$ cat src/cftd_pkg.sv
// Shared types and constants for the checked frame throttle decoder.
package cftd_pkg;

    localparam int unsigned BYTE_W  = 8;
    localparam int unsigned LEVEL_W = 16;
    localparam int unsigned CHECK_W = 16;
    localparam int unsigned CFG_IDX_W = 2;

    localparam logic [BYTE_W-1:0] MODE_ACCEL   = 8'h41;  // 'A'
    localparam logic [BYTE_W-1:0] MODE_BUTTONS = 8'h42;  // 'B'

    localparam logic [BYTE_W-1:0] RST_THRESHOLD   = 8'd50;
    localparam logic [BYTE_W-1:0] RST_GAIN_BELOW  = 8'd150;
    localparam logic [BYTE_W-1:0] RST_GAIN_ABOVE  = 8'd100;
    localparam logic [BYTE_W-1:0] RST_BUTTON_GAIN = 8'd100;

    localparam logic [CFG_IDX_W-1:0] CFG_THRESHOLD   = 2'd0;
    localparam logic [CFG_IDX_W-1:0] CFG_GAIN_BELOW  = 2'd1;
    localparam logic [CFG_IDX_W-1:0] CFG_GAIN_ABOVE  = 2'd2;
    localparam logic [CFG_IDX_W-1:0] CFG_BUTTON_GAIN = 2'd3;

    localparam logic [BYTE_W:0] MOD_255 = 9'd255;

    typedef struct packed {
        logic [BYTE_W-1:0] threshold;
        logic [BYTE_W-1:0] gain_below;
        logic [BYTE_W-1:0] gain_above;
        logic [BYTE_W-1:0] button_gain;
    } t_cfg;

    typedef enum logic [1:0] {
        MK_NONE,
        MK_ACCEL,
        MK_BUTTONS
    } t_mode_kind;

    // Everything the result stage needs when the last byte of a frame moves
    typedef struct packed {
        logic               done;
        logic [BYTE_W-1:0]  mode;
        t_mode_kind         kind;
        logic [LEVEL_W-1:0] product;
        logic [CHECK_W-1:0] received;
        logic [CHECK_W-1:0] computed;
    } t_frame_end;

    // (a + b) mod 255 for a <= 254, b <= 255; one subtract is enough
    function automatic logic [BYTE_W-1:0] add_mod255(input logic [BYTE_W-1:0] a,
                                                     input logic [BYTE_W-1:0] b);
        logic [BYTE_W:0] s;
        s = {1'b0, a} + {1'b0, b};
        if (s >= MOD_255) begin
            s = s - MOD_255;
        end
        return s[BYTE_W-1:0];
    endfunction

endpackage

$ cat src/cftd_cfg_regs.sv
// Configuration register file: threshold and gains.
module cftd_cfg_regs (
    input  logic                          i_clk,
    input  logic                          i_rst_n,
    input  logic                          i_cfg_wr_en,
    input  logic [cftd_pkg::CFG_IDX_W-1:0] i_cfg_idx,
    input  logic [cftd_pkg::BYTE_W-1:0]   i_cfg_wdata,
    output cftd_pkg::t_cfg                o_cfg
);
    import cftd_pkg::*;

    t_cfg r_cfg;

    always_ff @(posedge i_clk) begin
        if (!i_rst_n) begin
            r_cfg.threshold   <= RST_THRESHOLD;
            r_cfg.gain_below  <= RST_GAIN_BELOW;
            r_cfg.gain_above  <= RST_GAIN_ABOVE;
            r_cfg.button_gain <= RST_BUTTON_GAIN;
        end else if (i_cfg_wr_en) begin
            case (i_cfg_idx)
                CFG_THRESHOLD:   r_cfg.threshold   <= i_cfg_wdata;
                CFG_GAIN_BELOW:  r_cfg.gain_below  <= i_cfg_wdata;
                CFG_GAIN_ABOVE:  r_cfg.gain_above  <= i_cfg_wdata;
                CFG_BUTTON_GAIN: r_cfg.button_gain <= i_cfg_wdata;
                default: ;
            endcase
        end
    end

    assign o_cfg = r_cfg;

endmodule

$ cat src/cftd_frame_acc.sv
// Input register and per-byte frame tracking: position, Fletcher sums, held bytes.
module cftd_frame_acc #(
    parameter int unsigned FRAME_BYTES = 9
) (
    input  logic                        i_clk,
    input  logic                        i_rst_n,
    input  logic                        i_in_valid,
    output logic                        o_in_stall,
    input  logic [cftd_pkg::BYTE_W-1:0] i_rx_byte,
    input  cftd_pkg::t_cfg              i_cfg,
    input  logic                        i_out_free,
    output cftd_pkg::t_frame_end        o_frame_end
);
    import cftd_pkg::*;

    localparam int unsigned POS_W = $clog2(FRAME_BYTES);
    localparam logic [POS_W-1:0] POS_LAST     = POS_W'(FRAME_BYTES - 1);
    localparam logic [POS_W-1:0] POS_CHECK_HI = POS_W'(FRAME_BYTES - 2);
    localparam logic [POS_W-1:0] POS_THROTTLE = POS_W'(FRAME_BYTES - 3);

    logic               r_in_valid;
    logic [BYTE_W-1:0]  r_in_byte;
    logic [POS_W-1:0]   r_pos;
    logic [BYTE_W-1:0]  r_sum_a;
    logic [BYTE_W-1:0]  r_sum_b;
    logic [BYTE_W-1:0]  r_held_mode;
    logic [BYTE_W-1:0]  r_check_hi;
    logic [LEVEL_W-1:0] r_product;
    t_mode_kind         r_kind;

    logic               is_last;
    logic               step;
    logic [BYTE_W-1:0]  add;
    logic [BYTE_W-1:0]  n_sum_a;
    logic [BYTE_W-1:0]  n_sum_b;
    logic [BYTE_W-1:0]  gain;
    t_mode_kind         n_kind;
    logic [LEVEL_W-1:0] n_product;

    assign is_last    = (r_pos == POS_LAST);
    // the last byte of a frame only moves when the result slot can take it
    assign step       = r_in_valid && (!is_last || i_out_free);
    assign o_in_stall = r_in_valid && !step;

    assign add     = (r_pos < POS_CHECK_HI) ? r_in_byte : '0;
    assign n_sum_a = add_mod255(r_sum_a, add);
    assign n_sum_b = add_mod255(n_sum_a, r_sum_b);

    // throttle product is formed when the throttle word passes; mode is already held
    always_comb begin
        n_kind = MK_NONE;
        gain   = i_cfg.button_gain;
        if (r_held_mode == MODE_ACCEL) begin
            n_kind = MK_ACCEL;
            gain   = (r_in_byte < i_cfg.threshold) ? i_cfg.gain_below : i_cfg.gain_above;
        end else if (r_held_mode == MODE_BUTTONS) begin
            n_kind = MK_BUTTONS;
        end
        n_product = LEVEL_W'({8'd0, r_in_byte} * {8'd0, gain});
    end

    always_ff @(posedge i_clk) begin
        if (!i_rst_n) begin
            r_in_valid <= 1'b0;
        end else if (i_in_valid && !o_in_stall) begin
            r_in_valid <= 1'b1;
        end else if (step) begin
            r_in_valid <= 1'b0;
        end
    end

    always_ff @(posedge i_clk) begin
        if (i_in_valid && !o_in_stall) begin
            r_in_byte <= i_rx_byte;
        end
    end

    always_ff @(posedge i_clk) begin
        if (!i_rst_n) begin
            r_pos       <= '0;
            r_sum_a     <= '0;
            r_sum_b     <= '0;
            r_held_mode <= '0;
            r_check_hi  <= '0;
            r_product   <= '0;
            r_kind      <= MK_NONE;
        end else if (step) begin
            if (is_last) begin
                r_pos   <= '0;
                r_sum_a <= '0;
                r_sum_b <= '0;
            end else begin
                r_pos   <= r_pos + 1'b1;
                r_sum_a <= n_sum_a;
                r_sum_b <= n_sum_b;
            end
            if (r_pos == '0) begin
                r_held_mode <= r_in_byte;
            end
            if (r_pos == POS_THROTTLE) begin
                r_product <= n_product;
                r_kind    <= n_kind;
            end
            if (r_pos == POS_CHECK_HI) begin
                r_check_hi <= r_in_byte;
            end
        end
    end

    assign o_frame_end.done     = step && is_last;
    assign o_frame_end.mode     = r_held_mode;
    assign o_frame_end.kind     = r_kind;
    assign o_frame_end.product  = r_product;
    assign o_frame_end.received = {r_check_hi, r_in_byte};
    assign o_frame_end.computed = {n_sum_b, n_sum_a};

endmodule

$ cat src/cftd_result.sv
// Result stage: checksum compare, throttle level register and output register.
module cftd_result (
    input  logic                         i_clk,
    input  logic                         i_rst_n,
    input  cftd_pkg::t_frame_end         i_frame_end,
    input  logic                         i_out_stall,
    output logic                         o_out_free,
    output logic                         o_out_valid,
    output logic                         o_checksum_ok,
    output logic [cftd_pkg::BYTE_W-1:0]  o_mode_byte,
    output logic                         o_throttle_written,
    output logic [cftd_pkg::LEVEL_W-1:0] o_throttle_level,
    output logic [cftd_pkg::CHECK_W-1:0] o_received_check,
    output logic [cftd_pkg::CHECK_W-1:0] o_computed_check
);
    import cftd_pkg::*;

    logic               r_out_valid;
    logic               r_ok;
    logic [BYTE_W-1:0]  r_mode;
    logic               r_written;
    logic [LEVEL_W-1:0] r_level;
    logic [CHECK_W-1:0] r_received;
    logic [CHECK_W-1:0] r_computed;

    logic               ok;
    logic               written;
    logic [LEVEL_W-1:0] n_level;

    assign o_out_free = !r_out_valid || !i_out_stall;

    assign ok      = (i_frame_end.received == i_frame_end.computed);
    assign written = ok && (i_frame_end.kind != MK_NONE);
    assign n_level = written ? i_frame_end.product : r_level;

    always_ff @(posedge i_clk) begin
        if (!i_rst_n) begin
            r_out_valid <= 1'b0;
            r_level     <= '0;
        end else if (i_frame_end.done) begin
            r_out_valid <= 1'b1;
            r_level     <= n_level;
        end else if (o_out_free) begin
            r_out_valid <= 1'b0;
        end
    end

    always_ff @(posedge i_clk) begin
        if (i_frame_end.done) begin
            r_ok       <= ok;
            r_mode     <= i_frame_end.mode;
            r_written  <= written;
            r_received <= i_frame_end.received;
            r_computed <= i_frame_end.computed;
        end
    end

    assign o_out_valid        = r_out_valid;
    assign o_checksum_ok      = r_ok;
    assign o_mode_byte        = r_mode;
    assign o_throttle_written = r_written;
    assign o_throttle_level   = r_level;
    assign o_received_check   = r_received;
    assign o_computed_check   = r_computed;

endmodule

$ cat src/checked_frame_throttle_decoder.sv
// Checked frame throttle decoder: top level.
//
// Input channel (i_in_valid / o_in_stall, i_rx_byte) takes one received byte
// per word. Bytes form fixed frames of FRAME_BYTES; byte 0 is the mode letter,
// byte FRAME_BYTES-3 the throttle byte, the last two the Fletcher-16 check,
// high byte first. After the last byte of a frame one word leaves on the
// output channel (o_out_valid / i_out_stall) carrying the check result, mode,
// both checksums and the throttle level; bytes inside a frame give nothing.
// Throughput is one byte per cycle while o_in_stall is low. Each byte passes
// through the input register; a frame's result word is loaded into the output
// register at the edge where its last byte leaves the input register.
// When the receiver stalls, the result word holds in the output register and
// bytes keep flowing until the next frame's last byte, which waits in the
// input register; then o_in_stall rises.
// Reset (synchronous, active low) clears frame position, sums, held bytes and
// the throttle level, and loads the configuration defaults. Configuration
// registers are written through i_cfg_wr_en / i_cfg_idx / i_cfg_wdata.
module checked_frame_throttle_decoder #(
    parameter int unsigned FRAME_BYTES = 9
) (
    input  logic                           i_clk,
    input  logic                           i_rst_n,
    input  logic                           i_cfg_wr_en,
    input  logic [cftd_pkg::CFG_IDX_W-1:0] i_cfg_idx,
    input  logic [cftd_pkg::BYTE_W-1:0]    i_cfg_wdata,
    input  logic                           i_in_valid,
    output logic                           o_in_stall,
    input  logic [cftd_pkg::BYTE_W-1:0]    i_rx_byte,
    output logic                           o_out_valid,
    input  logic                           i_out_stall,
    output logic                           o_checksum_ok,
    output logic [cftd_pkg::BYTE_W-1:0]    o_mode_byte,
    output logic                           o_throttle_written,
    output logic [cftd_pkg::LEVEL_W-1:0]   o_throttle_level,
    output logic [cftd_pkg::CHECK_W-1:0]   o_received_check,
    output logic [cftd_pkg::CHECK_W-1:0]   o_computed_check
);
    import cftd_pkg::*;

    t_cfg       cfg;
    t_frame_end frame_end;
    logic       out_free;

    cftd_cfg_regs u_cfg_regs (
        .i_clk       (i_clk),
        .i_rst_n     (i_rst_n),
        .i_cfg_wr_en (i_cfg_wr_en),
        .i_cfg_idx   (i_cfg_idx),
        .i_cfg_wdata (i_cfg_wdata),
        .o_cfg       (cfg)
    );

    cftd_frame_acc #(
        .FRAME_BYTES (FRAME_BYTES)
    ) u_frame_acc (
        .i_clk       (i_clk),
        .i_rst_n     (i_rst_n),
        .i_in_valid  (i_in_valid),
        .o_in_stall  (o_in_stall),
        .i_rx_byte   (i_rx_byte),
        .i_cfg       (cfg),
        .i_out_free  (out_free),
        .o_frame_end (frame_end)
    );

    cftd_result u_result (
        .i_clk              (i_clk),
        .i_rst_n            (i_rst_n),
        .i_frame_end        (frame_end),
        .i_out_stall        (i_out_stall),
        .o_out_free         (out_free),
        .o_out_valid        (o_out_valid),
        .o_checksum_ok      (o_checksum_ok),
        .o_mode_byte        (o_mode_byte),
        .o_throttle_written (o_throttle_written),
        .o_throttle_level   (o_throttle_level),
        .o_received_check   (o_received_check),
        .o_computed_check   (o_computed_check)
    );

endmodule

$ cat config.mk
export PLATFORM = sky130hd
export DESIGN_NAME = checked_frame_throttle_decoder
export DESIGN_NICKNAME = d
export VERILOG_FILES = /design/src/cftd_pkg.sv /design/src/cftd_cfg_regs.sv /design/src/cftd_frame_acc.sv /design/src/cftd_result.sv /design/src/checked_frame_throttle_decoder.sv
export SDC_FILE = /design/constraint.sdc
export NUM_CORES = 1
export LEC_CHECK = 0
export BUFFER_PORTS_ARGS = -buffer_cell sky130_fd_sc_hd__buf_2
export CAP_MARGIN = 20
export CORE_MARGIN = 4
export CORE_UTILIZATION = 55
export CTS_CLUSTER_DIAMETER = 50
export CTS_CLUSTER_SIZE = 16
export DETAILED_ROUTE_END_ITERATION = 16
export PLACE_DENSITY = 0.77
export SLEW_MARGIN = 5
export SYNTH_ARGS = -nofsm -noshare
export SYNTH_HDL_FRONTEND = slang
export SYNTH_SLANG_ARGS = --single-unit
$ cat constraint.sdc
create_clock -name i_clk -period 5.6 [get_ports i_clk]
set_input_delay 1.12 -clock i_clk [delete_from_list [all_inputs] [get_ports i_clk]]
set_output_delay 1.12 -clock i_clk [all_outputs]
set_load 0.03 [all_outputs]
Word level (Yosys, flattened, before mapping)
Index checks and enable logic that the tools add are counted.
- output and inout bits: 60
- logic and storage cells: 78
- register bits: 154
- bits of input ports: 23
- multipliers: 1
- muxes and demuxes: 14
- magnitude comparators: 4
- reduce and logical (&&, ||, !) cells: 25
- equality and inequality tests: 9
- add/subtract/negate cells: 5
- operator list (cell ; count):
    8-bit two-way mux ; 7
    8-bit by 8-bit adder with 9-bit output ; 2
    9-bit by 8-bit greater-or-equal comparator with 1-bit output, second input constant ; 2
    16-bit == test ; 1
    8-bit by 7-bit == test with 1-bit output, second input constant ; 2
    8-bit by 8-bit multiplier with 16-bit output ; 1
    2-bit AND reduction ; 8
    8-bit subtractor, second input constant ; 2
    4-bit by 3-bit == test with 1-bit output, second input constant ; 2
    8-bit < comparator ; 1
    2-bit nonzero test ; 3
    1-bit logical AND ; 5
    1-bit zero test ; 5
    4-bit by 1-bit adder with 4-bit output, second input constant ; 1
    2-bit == test, second input constant ; 2
    4-bit == test, second input constant ; 1
    4-bit zero test ; 1
    4-bit by 3-bit < comparator with 1-bit output, second input constant ; 1
    1-bit two-way mux ; 4
    2-bit two-way mux ; 2
    4-bit two-way mux ; 1
    2-bit by 1-bit == test with 1-bit output, second input constant ; 1
    2-bit zero test ; 1
    1-bit logical OR ; 2

Longest topological paths before layout
- depth after elaboration: 11
- gate-level depth with buffers: 30
- gate-level depth less buffers: 30

By module
Synthesis repeated with hierarchy kept, for this count alone.
- cell total of the unflattened synthesis: 991
- area total of the unflattened synthesis: 9471.6 um^2
- modules (own cells, without submodules) (module ; area each (um^2) ; seq. area each (um^2) ; cells an instance ; times used):
    cftd_frame_acc ; 6064.6 ; 1341.3 ; 729 ; 1
    cftd_result ; 2138.3 ; 1601.5 ; 138 ; 1
    cftd_cfg_regs ; 1268.7 ; 640.6 ; 124 ; 1

Worst setup path after synthesis
OpenSTA, ideal clock, no wires.
- kind: flip-flop to flip-flop
- start point: register u_frame_acc.r_in_byte[1]
- end point: register u_frame_acc.r_product[15]
- period minus slack after synthesis: 6.161 ns
- cell stages (with the launch flop): 25
- library setup time: 0.132 ns
- required time: 5.468 ns
- path buffers: 0
- data arrival time: 6.028 ns
- path slack: -0.561 ns
- cells stage by stage: edfxtp_1 > ha_1 > a21o_1 > a21o_1 > a21o_1 > a21o_1 > a21oi_1 > o21ai_1 > mux2i_1 > a21oi_1 > nand2_1 > fa_1 > fa_1 > inv_1 > fa_1 > fa_1 > ha_1 > a21boi_0 > o21ai_0 > a21oi_1 > o21ai_0 > a21oi_1 > o41ai_1 > xnor2_1 > a21oi_1
- longest elaborated chain between the ends: 4
- ends and longest elaborated chain (what ; line ; RTL):
    start: declaration ; cftd_frame_acc.sv:22 ; logic [BYTE_W-1:0] r_in_byte;
    start signal: assignment ; cftd_frame_acc.sv:74 ; r_in_byte <= i_rx_byte;
    8-bit < comparator ; cftd_frame_acc.sv:55 ; gain = (r_in_byte < i_cfg.threshold) ? i_cfg.gain_below : i_cfg.gain_above;
    8-bit two-way mux ; cftd_frame_acc.sv:55 ;
    8-bit two-way mux ; cftd_frame_acc.sv:53 ; if (r_held_mode == MODE_ACCEL) begin
    8-bit by 8-bit multiplier with 16-bit output (*) ; cftd_frame_acc.sv:59 ; n_product = LEVEL_W'({8'd0, r_in_byte} * {8'd0, gain});
    end signal: assignment ; cftd_frame_acc.sv:101 ; r_product <= n_product;
    end: declaration ; cftd_frame_acc.sv:28 ; logic [LEVEL_W-1:0] r_product;
Mark *: on every way between the ends. The rest lies on a longest branch, timed or not.
A chain may end at the register's enable or synchronous reset.

Worst setup path after layout
Same ends and word-level chain as after synthesis.

==> impl_metrics.ini <==
[clock_network]
cts_hold_buf = 0
clock_path_buffers = 2
numCtsBuffers = 17
cts_tree = built
cts_num_sinks = 154
clk_pin_slew_worst_paths_ns = 0.07
insertion_delay_ns = 0.44
root_buffer = clkbuf_16
cts_max_level = 4

[setup_path]
start_kind = flop
cp_max_fo = 8
cp-end-kind = flop
path_buf_inv = 5
crit_family = adder cells
critical_path_class = flop to flop
slowest_stage = fa_1
max_stage_delay_ns = 0.53
cp.arrival_ns = 6.26
cp.required_ns = 5.89

[sta]
layout_min_cycle_time_ns = 5.97
hold_viol = 0
fin_hold_ws_ns = 0.458
setup_tns_ns = -4.76
skew_ns = 0.0100
finalWorstSetupSlack_ns = -0.368
finalCritPeriodShare_pct = 107
setup_viol = 24
rsz0062_at_grt = yes
timing.fmax_mhz = 168
worstMarginPinSlew_ns = 0.853
slew_headroom_pct = 43.0
drv_slew = 0

[power]
vdd_ir_drop_max_uv = 297
cellPowerDensity_mw_per_mm2 = 326
power_uw = 4350
p_leak_uw = 0.00584

[global_routing]
grt_overflow = 0
grt_max_degree = 58
grt_pass1_wl_um = 45500
first_global_vias = 9254
track_usage_pct = 28.0
antenna_found_initial = 0

[floorplan]
core.rowCount = 48
start_util_pct = 56.8
core-area_mm2 = 0.0175
dieWidth_um = 142
die_area_mm2 = 0.0203
fp.dieH_um = 142
io_pins = 83

[route]
vias = 9124
ant_nets = 0
routed_wl_um = 29300
post_drt_wl_per_cell_um = 18.7
drt_iter0_markers = 721
drc = 0
first_pass_iters = 5
vias_per_cell = 5.84

[logic_synthesis]
syn_nets = 1199
ys_seq_area_share_pct = 36.1
synth_cells = 1072
syn-cell-area_mm2 = 0.00993
ys_ff_latch = 154
synth-edff-count = 50
yosysWarnings = 0
async_flop_share_pct = 0
yosysUniqueCellTypes = 96
postSynthAreaPerCell_um2 = 9.26
ys.flop_type = dfxtp_1

[outcome]
outcome = finished, violations left
violations = setup timing

[job]
max_cap_violations = 0

[placed_design]
gp_congestion = 0.891
dp_hpwl_um = 19500
port_buffers = 82
placed_cell_area_mm2 = 0.0118
dpl_worst_slack_ns = -0.304

[cells_and_area]
layout_common_cells = buf_4 (183), nand2_1 (129), dfxtp_1 (102), buf_2 (82), nor2_1 (68)
n_antenna_cell = 0
design_area_mm2 = 0.0133
final_common_cell = buf_4
seq_area_mm2 = 0.00359
drive_gt1_share_pct = 35.2
nets = 1451
fillers = 1170
syn2layout_area_growth_pct = 34.2
multi_input_area_mm2 = 0.00649

[min_path]
hold_class = flop to flop
[through the flow]
stage	instances	util, %
after floorplan	1072	-
after global placement	1481	67.4
after detailed placement	1481	67.4
after CTS	1533	73.1
after global routing	1562	76.3
final	1562	76.3
[what timing repair did]
item                                    4_1_cts  5_1_grt
resized for setup                            63       64
pin swaps                                    62       97
endpoints found under the setup margin       22       26
hold endpoints to repair                      0        0
gates cloned                                  3        2
buffers inserted                             18       29
[layer usage]
| layer | GRT usage, % | wire, um | vias to the layer above |
|---|---|---|---|
| met1 | 33.2 | 11600 | 4428 |
| met3 | 4.81 | 1410 | 103 |
| li1 | - | - | 4264 |
| met2 | 49.6 | 15100 | 329 |
| met5 | 0 | 0 | - |
| met4 | 12.4 | 1150 | 0 |
[cell type report]
type	instances	area share, %
multi-input cells	789	48.7
flip-flops and latches	154	26.9
repair buffers	283	15.7
clock buffers	18	3.22
inverters	79	2.22
well taps	225	2.11
clock inverters	14	1.15
[cells in the mapped netlist (4+ instances only)]
master    instances  area [um^2]
a211o_1           7         61.3
a211oi_1          7         52.6
a21o_1           10         75.1
a21oi_1          86          430
a22oi_1          15          113
and2_1           52          325
and3_1            8         50.1
and3b_1           4         35.0
and4_1            5         43.8
buf_2             5         25.0
buf_6             5         56.3
clkbuf_1         37          139
dfxtp_1         104         2080
edfxtp_1         50         1500
fa_1             38          761
ha_1             66          826
inv_1            78          293
mux2i_1          33          330
nand2_1         133          499
nand2b_1          4         25.0
nand3_1          37          185
nand4_1           6         37.5
nor2_1           72          270
nor2b_1           9         56.3
nor3_1           13         65.1
o2111a_1          4         45.0
o211ai_1          9         67.6
o21a_1            9         67.6
o21ai_0          29          145
o21ai_1          11         55.1
o22ai_1           4         25.0
or2_2             4         25.0
xnor2_1          21          184
xor2_1            9         78.8
[registers in the layout (all words and copies together), names as in the netlist]
name / cells
u_frame_acc.r_pos: 4
u_frame_acc.r_product: 16
u_frame_acc.r_in_valid: 1
u_frame_acc.r_held_mode: 8
u_result.o_out_valid: 1
u_result.o_mode_byte: 8
u_result.o_received_check: 16
u_cfg_regs.o_cfg: 32
u_result.o_throttle_written: 1
u_frame_acc.r_kind: 2
u_frame_acc.r_sum_b: 8
u_frame_acc.r_check_hi: 8
u_frame_acc.r_sum_a: 8
u_result.o_checksum_ok: 1
u_result.o_computed_check: 16
u_result.o_throttle_level: 16
u_frame_acc.r_in_byte: 8
[worst paths after layout]
path	startpoint	to	slack [ns]	depth (start not counted)
setup / recovery	u_frame_acc.r_in_byte[1]$_DFFE_PP_	u_frame_acc.r_product[15]$_SDFFE_PN0P_	-0.37	26
hold / removal	u_cfg_regs.o_cfg[0]$_SDFFE_PN0P_	u_cfg_regs.o_cfg[0]$_SDFFE_PN0P_	0.46	2
setup reg to reg	u_frame_acc.r_in_byte[1]$_DFFE_PP_	u_frame_acc.r_product[15]$_SDFFE_PN0P_	-0.37	26
hold reg to reg	u_cfg_regs.o_cfg[0]$_SDFFE_PN0P_	u_cfg_regs.o_cfg[0]$_SDFFE_PN0P_	0.46	2
[logic make-up after synthesis]
group                      after synthesis  share of synthesized area, %
and+or+nand+nor                        380                          19.5
xor gates and xnor gates                33                          3.33
muxes                                   33                          3.33
DFF                                    154                          36.1
adders and majority gates              104                          16.0
AOI/OAI and AO/OA                      238                          16.3
buffers and inverters                  130                          5.59
[worst min-delay path, delay by kind of cell (launching register included)]
family	cells	cell delay, ns
AOI/OAI and AO/OA	1	0.05
and+or+nand+nor	1	0.05
DFF	1	0.31
[power by group]
part,internal [uW],leakage (uW),switching [uW],total [uW]
Combinational,965,0.00425,1000,1970
Sequential,1200,0.00131,26.1,1220
Clock,633,0.000285,523,1160
No activity file was read; power rests on OpenSTA's default activity.
